$ cat config.mk
export PLATFORM = sky130hd
export DESIGN_NAME = usd_isqrt
export DESIGN_NICKNAME = d
export VERILOG_FILES = /design/src/rtl/usd_pkg.sv /design/src/rtl/usd_isqrt.sv
export SDC_FILE = /design/constraint.sdc
export NUM_CORES = 2
export LEC_CHECK = 0
export BUFFER_PORTS_ARGS = -buffer_cell sky130_fd_sc_hd__buf_2
export CAP_MARGIN = 30
export CORE_MARGIN = 2
export CORE_UTILIZATION = 35
export CTS_CLUSTER_SIZE = 10
export DETAILED_ROUTE_END_ITERATION = 12
export GPL_TIMING_DRIVEN = 0
export PLACE_DENSITY_LB_ADDON = 0.3
export SYNTH_ARGS = -nofsm -noshare
export SYNTH_HDL_FRONTEND = slang
export SYNTH_MEMORY_MAX_BITS = 65536
export SYNTH_SLANG_ARGS = --single-unit
$ cat constraint.sdc
create_clock -name clk -period 10.06 [get_ports clk]
set_clock_uncertainty 0.15 [all_clocks]
set_input_delay 0.503 -clock clk [delete_from_list [all_inputs] [get_ports clk]]
set_output_delay 0.503 -clock clk [all_outputs]
set_load 0.05 [all_outputs]
$ cat src/rtl/usd_pkg.sv
`default_nettype none
package usd_pkg;

  localparam int IN_BITS       = 16;
  localparam int OUT_FRAC_BITS = 14;
  localparam int OUT_W         = OUT_FRAC_BITS + 2;

  // Square root of a 64-bit radicand, one result bit per stage.
  localparam int SQRT_STAGES  = 32;
  localparam int CORDIC_STEPS = 30;

  // Input register, root stages, gain multiply, rotation stages, output register.
  localparam int LATENCY = SQRT_STAGES + CORDIC_STEPS + 3;

  // Inverse CORDIC gain in Q31.
  localparam logic [30:0] INV_GAIN_Q31 = 31'd1304065748;

  // Arctangent of 2^-i in units of 2^-32 turn.
  localparam logic [31:0] TURN_ATAN [CORDIC_STEPS] = '{
    32'h20000000, 32'h12E4051E, 32'h09FB385B, 32'h051111D4, 32'h028B0D43,
    32'h0145D7E1, 32'h00A2F61E, 32'h00517C55, 32'h0028BE53, 32'h00145F2F,
    32'h000A2F98, 32'h000517CC, 32'h00028BE6, 32'h000145F3, 32'h0000A2FA,
    32'h0000517D, 32'h000028BE, 32'h0000145F, 32'h00000A30, 32'h00000518,
    32'h0000028C, 32'h00000146, 32'h000000A3, 32'h00000051, 32'h00000029,
    32'h00000014, 32'h0000000A, 32'h00000005, 32'h00000003, 32'h00000001
  };

  typedef struct packed {
    logic [IN_BITS-1:0] height_fraction;
    logic [IN_BITS-1:0] azimuth_fraction;
  } in_item_t;

  typedef struct packed {
    logic signed [OUT_W-1:0] dir_x;
    logic signed [OUT_W-1:0] dir_y;
    logic signed [OUT_W-1:0] dir_z;
  } out_item_t;

  // Round a Q31 value to the output format, ties upward, and saturate to +-1.
  function automatic logic signed [OUT_W-1:0] to_output(input logic signed [33:0] v);
    logic signed [34:0] t;
    logic signed [34:0] one;
    begin
      one = 35'sd1 <<< OUT_FRAC_BITS;
      t = 35'(v) + (35'sd1 <<< (30 - OUT_FRAC_BITS));
      t = t >>> (31 - OUT_FRAC_BITS);
      if (t > one) begin
        t = one;
      end
      if (t < -one) begin
        t = -one;
      end
      return t[OUT_W-1:0];
    end
  endfunction

  // Height fraction to the z component.
  function automatic logic signed [OUT_W-1:0] height_to_z(input logic [IN_BITS-1:0] h);
    logic [31:0]        h32;
    logic signed [33:0] zq;
    begin
      h32 = 32'(h) << (32 - IN_BITS);
      zq  = (34'sd1 <<< 31) - $signed({2'b00, h32});
      return to_output(zq);
    end
  endfunction

endpackage
`default_nettype wire

$ cat src/rtl/usd_isqrt.sv
`default_nettype none
// Pipelined integer square root: floor(sqrt(n)), one result bit per stage.
module usd_isqrt (
  input  wire logic        clk,
  input  wire logic        rst_n,
  input  wire logic        in_vld,
  input  wire logic [63:0] in_n,
  output logic             out_vld,
  output logic [31:0]      out_root
);

  logic        vld_r [usd_pkg::SQRT_STAGES];
  logic [63:0] rem_r [usd_pkg::SQRT_STAGES];
  logic [63:0] res_r [usd_pkg::SQRT_STAGES];

  for (genvar k = 0; k < usd_pkg::SQRT_STAGES; k++) begin : g_stage
    localparam logic [63:0] STEP_BIT = 64'(1) << (62 - 2 * k);
    logic        vld_in;
    logic [63:0] rem_in;
    logic [63:0] res_in;
    logic [63:0] trial;
    logic [63:0] rem_nxt;
    logic [63:0] res_nxt;

    if (k == 0) begin : g_first
      assign vld_in = in_vld;
      assign rem_in = in_n;
      assign res_in = '0;
    end else begin : g_next
      assign vld_in = vld_r[k-1];
      assign rem_in = rem_r[k-1];
      assign res_in = res_r[k-1];
    end

    always_comb begin
      trial = res_in + STEP_BIT;
      if (rem_in >= trial) begin
        rem_nxt = rem_in - trial;
        res_nxt = (res_in >> 1) + STEP_BIT;
      end else begin
        rem_nxt = rem_in;
        res_nxt = res_in >> 1;
      end
    end

    always_ff @(posedge clk) begin
      if (!rst_n) begin
        vld_r[k] <= 1'b0;
      end else begin
        vld_r[k] <= vld_in;
      end
      rem_r[k] <= rem_nxt;
      res_r[k] <= res_nxt;
    end
  end

  assign out_vld  = vld_r[usd_pkg::SQRT_STAGES-1];
  assign out_root = res_r[usd_pkg::SQRT_STAGES-1][31:0];

endmodule
`default_nettype wire

-- Word-level counts from Yosys, hierarchy flattened
Memories as Yosys holds them, arrays and structs flattened.
Cells that the tools add are included.
- register bits: 0
- bits in writable memories: 4128
- output and inout bits: 33
- memories kept: 3
- word-level logic and storage cells: 259
- input bits: 67
- memories (name ; words ; width ; rd ports ; clocked after Yosys merged registers in ; wr ports ; line ; source):
    rem_r ; 32 ; 64 ; 31 ; 0 ; 32 ; usd_isqrt.sv:13 ; logic [63:0] rem_r [usd_pkg::SQRT_STAGES];
    res_r ; 32 ; 64 ; 32 ; 0 ; 32 ; usd_isqrt.sv:14 ; logic [63:0] res_r [usd_pkg::SQRT_STAGES];
    vld_r ; 32 ; 1 ; 32 ; 0 ; 32 ; usd_isqrt.sv:12 ; logic vld_r [usd_pkg::SQRT_STAGES];
- bitwise gates (word level): 32
- add/sub/neg operators: 94
- mux-type cells: 98
- $lt $le $gt $ge: 32
- operators with widths (cell ; count):
    64-bit two-way mux ; 63
    64-bit >= comparator ; 31
    64-bit subtractor ; 31
    63-bit by 1-bit adder with 64-bit output (second input constant) ; 1
    63-bit by 11-bit adder with 64-bit output (second input constant) ; 1
    63-bit by 13-bit adder with 64-bit output (second input constant) ; 1
    63-bit by 15-bit adder with 64-bit output (second input constant) ; 1
    63-bit by 17-bit adder with 64-bit output (second input constant) ; 1
    63-bit by 19-bit adder with 64-bit output (second input constant) ; 1
    63-bit by 21-bit adder with 64-bit output (second input constant) ; 1
    63-bit by 23-bit adder with 64-bit output (second input constant) ; 1
    63-bit by 25-bit adder with 64-bit output (second input constant) ; 1
    63-bit by 27-bit adder with 64-bit output (second input constant) ; 1
    63-bit by 29-bit adder with 64-bit output (second input constant) ; 1
    63-bit by 3-bit adder with 64-bit output (second input constant) ; 1
    63-bit by 31-bit adder with 64-bit output (second input constant) ; 1
    63-bit by 33-bit adder with 64-bit output (second input constant) ; 1
    63-bit by 35-bit adder with 64-bit output (second input constant) ; 1
    63-bit by 37-bit adder with 64-bit output (second input constant) ; 1
    63-bit by 39-bit adder with 64-bit output (second input constant) ; 1
    63-bit by 41-bit adder with 64-bit output (second input constant) ; 1
    63-bit by 43-bit adder with 64-bit output (second input constant) ; 1
    63-bit by 45-bit adder with 64-bit output (second input constant) ; 1
    63-bit by 47-bit adder with 64-bit output (second input constant) ; 1
    other kinds (46) ; 110

-- Longest topological paths before layout
An unclocked memory read counts as a cell.
- word-level depth: 4
- depth in mapped cells: 14

-- Worst setup path before layout
No wires, ideal clock.
- path kind: register to register
- from: memory res_r[20][41] (netlist: res_r[2][297])
- to: memory rem_r[21][62] (netlist: rem_r[1][382])
- stages on the path, launching flop included: 13
- setup time: 0.072 ns
- slack: 6.471 ns
- data arrival time: 3.367 ns
- required time: 9.838 ns
- cells stage by stage: dfxtp_1 inv_1 ha_1 a21o_1 a211o_1 or4b_1 or4b_1 a211oi_1 o21ai_1 o31ai_1 nor4_1 or4b_1 xnor2_1
- RTL lines (element ; line):
    from (decl) ; usd_isqrt.sv:14
    to (decl) ; usd_isqrt.sv:13

==> flow_metrics.tcl <==
set metrics [dict create \
    status "finished clean" \
    max_freq_ghz 0.184 \
    final_core_util 0.405 \
    h-tree-depth 5 \
    syn_nets 10300 \
    hp-class "input pin to flop" \
    yosys_warnings 0 \
    cts_made_buffers 305 \
    clock_sinks 2544 \
    cp.required_ns 10.59 \
    tritoncts "yes" \
    min_period_over_period 0.539 \
    syn_to_final_growth_pct 15.0 \
    cts_resized 0 \
    rsz0062_at_grt "no" \
    rows 191 \
    path_class "flop to flop" \
    cp.arrival_ns 5.96 \
    clk_path_buf_depth 4 \
    place.gp.congestion 0.955 \
    antenna_left 0 \
    clockRootBuffer "clkbuf_16" \
    core_area_um2 271000 \
    post-dp-hpwl_um 213000 \
    ys_ff_latch 2544 \
    drv_slew 0 \
    clock_latency_ns 0.91 \
    synth_ff_type "dfxtp_1" \
    clk_pin_slew_ns 0.05 \
    vias_per_cell 5.00 \
    min_period_ns 5.42 \
    fillers 26200 \
    power_density_nw_per_um2 290 \
    syn_area_um2 95700 \
    dieArea_um2 278000 \
    irDropWorstVdd_mv 0.155 \
    finalHoldViolCount 0 \
    synth_most_common_cell "dfxtp_1" \
    grt_usage 0.187 \
    drt_wl_total_um 267000 \
    drv_cap 0 \
    drive_above_1_share 0.0613 \
    cp-end-kind "flop" \
    synth_common_cells "dfxtp_1, inv_1, nand2_1, nor2_1, a21oi_1" \
    grt_pass1_wl_um 410000 \
    ys_types 85 \
    synth_top_area_share 0.532 \
    synthCells 9628 \
    drtPass1Iterations 8 \
    die_h_um 527 \
    multi_input_area_um2 41400 \
    yosysSeqAreaShare 0.532 \
    yosys-top-cells-area "dfxtp_1, ha_1, xor2_1, xnor2_1, a21oi_1" \
    wire_per_inst_um 19.4 \
    die_w_um 527 \
    drc 0 \
    grt_pass1_vias 69900 \
    antenna_found_initial 9 \
    overflow 0 \
    yosysTopAreaCell "dfxtp_1" \
    setup_tns_ns 0 \
    finalSetupViolCount 0 \
    vias 69000 \
    path_max_fanout 10 \
    grt_start_max_net_pins 15 \
    start_util 0.352 \
    power_leakage_nw 49.4 \
    drt_iter0_drc 4342 \
    syn_area_per_cell_um2 9.94 \
    tightest_slew_ns 1.06 \
    io_buffers 99 \
    synth_edf_count 0 \
    ys_async_sr_fraction 0 \
    regArea_um2 50900 \
    relSlewSlack 0.289 \
    cp-start-kind "flop" \
    fin_nets 10700 \
    num_io_pins 100 \
]
[state kept, by name (all words and copies together) (netlist names)]
register / cells
rem_r: 1984
res_r: 528
vld_r: 32
[worst max-delay path, cell delays in order (launching register included)]
cell,delay [ns]
dfxtp_1,0.39
inv_1,0.06
ha_1,0.26
clkbuf_1,0.28
nand4_1,0.28
or2_2,0.38
or4_1,0.53
o221ai_1,0.56
a2111oi_0,0.25
nor2_1,0.59
clkbuf_1,0.65
buf_1,0.66
a21oi_1,0.18
[cells in the final DEF (no fill, tap or decap), types with 59 or more instances in the layout]
cell,instances
buf_2,115
nor2b_1,83
ha_1,558
a21o_1,211
xor2_1,446
nor2_1,634
mux2_2,68
nand3_1,144
xnor2_1,436
nand2b_1,105
nand2_1,648
a21oi_1,595
or3_1,116
or4_1,71
dlygate4sd3_1,67
and2_1,59
o21a_1,100
nor3_1,230
clkbuf_1,217
o21ai_0,498
clkbuf_16,312
dfxtp_1,2544
nand4_1,151
inv_1,685
nor4_1,343
[kinds of logic (layout without fill, tap and decap cells)]
logic type               after synthesis  in the layout  share of synthesized area
adder cells (fa/ha/maj)              558            558                     0.0730
multiplexers                          78             78                    0.00905
AO/OA/AOI/OAI                       1834           1834                      0.117
buffers and inverters                899           1476                     0.0356
other                                  0              9                          0
AND/OR/NAND/NOR                     2833           2833                      0.152
XOR/XNOR                             882            882                     0.0807
flip-flops                          2544           2544                      0.532
[timing repair]
item / 4_1_cts / 5_1_grt
setup buffers: 0 / 0
endpoints found under the hold margin: 97 / 0
hold buffers: 67 / 0
[path summary, 6_finish.rpt]
| check | start | end | slack, ns | depth (start not counted) |
|---|---|---|---|---|
| max reg2reg | res_r[3][329]$_DFF_P_ | rem_r[1][928]$_DFF_P_ | 4.64 | 12 |
| min | in_n[9] | rem_r[0][9]$_DFF_P_ | 0.11 | 2 |
| min reg2reg | rem_r[0][24]$_DFF_P_ | rem_r[0][88]$_DFF_P_ | 0.16 | 0 |
| max | res_r[3][329]$_DFF_P_ | rem_r[1][928]$_DFF_P_ | 4.64 | 12 |
[metal layers]
| metal | vias up | GRT usage | wire, µm |
|---|---|---|---|
| li1 | 34400 | - | - |
| met1 | 32500 | 0.232 | 118000 |
| met2 | 1620 | 0.326 | 128000 |
| met3 | 499 | 0.0238 | 10500 |
| met4 | 0 | 0.0772 | 11300 |
| met5 | - | 0 | 0 |
[stage by stage]
step / instances / cell area [µm²] / total power, mW / hold WS [ns] / setup WS (ns)
floorplan: 9628 / 95700 / 19.3 / 0.172 / 6.47
global placement: 13300 / 101000 / 22.2 / 0.182 / 4.59
detailed placement: 13300 / 101000 / 22.2 / 0.183 / 4.70
CTS: 13800 / 110000 / 32.1 / 0.0490 / 4.62
global route: 13800 / 110000 / 33.6 / 0.0947 / 4.41
finish: 13800 / 110000 / 31.9 / 0.109 / 4.64
[area by class of cell]
| cell class | instances | area share |
|---|---|---|
| plain buffers | 213 | 0.00755 |
| diodes | 9 | 0.000205 |
| repair buffers | 175 | 0.0110 |
| clock buffers | 364 | 0.0746 |
| flip-flops and latches | 2544 | 0.463 |
| inverters | 686 | 0.0234 |
| well taps | 3570 | 0.0406 |
| multi-input cells | 6185 | 0.376 |
| clock inverters | 38 | 0.00417 |
[power by group]
group          switching (mW)  total [mW]  internal [mW]
sequential               2.14        14.5           12.3
combinational            4.47        7.68           3.21
clock                    3.98        9.74           5.76
(Power assumes the default switching activity.)
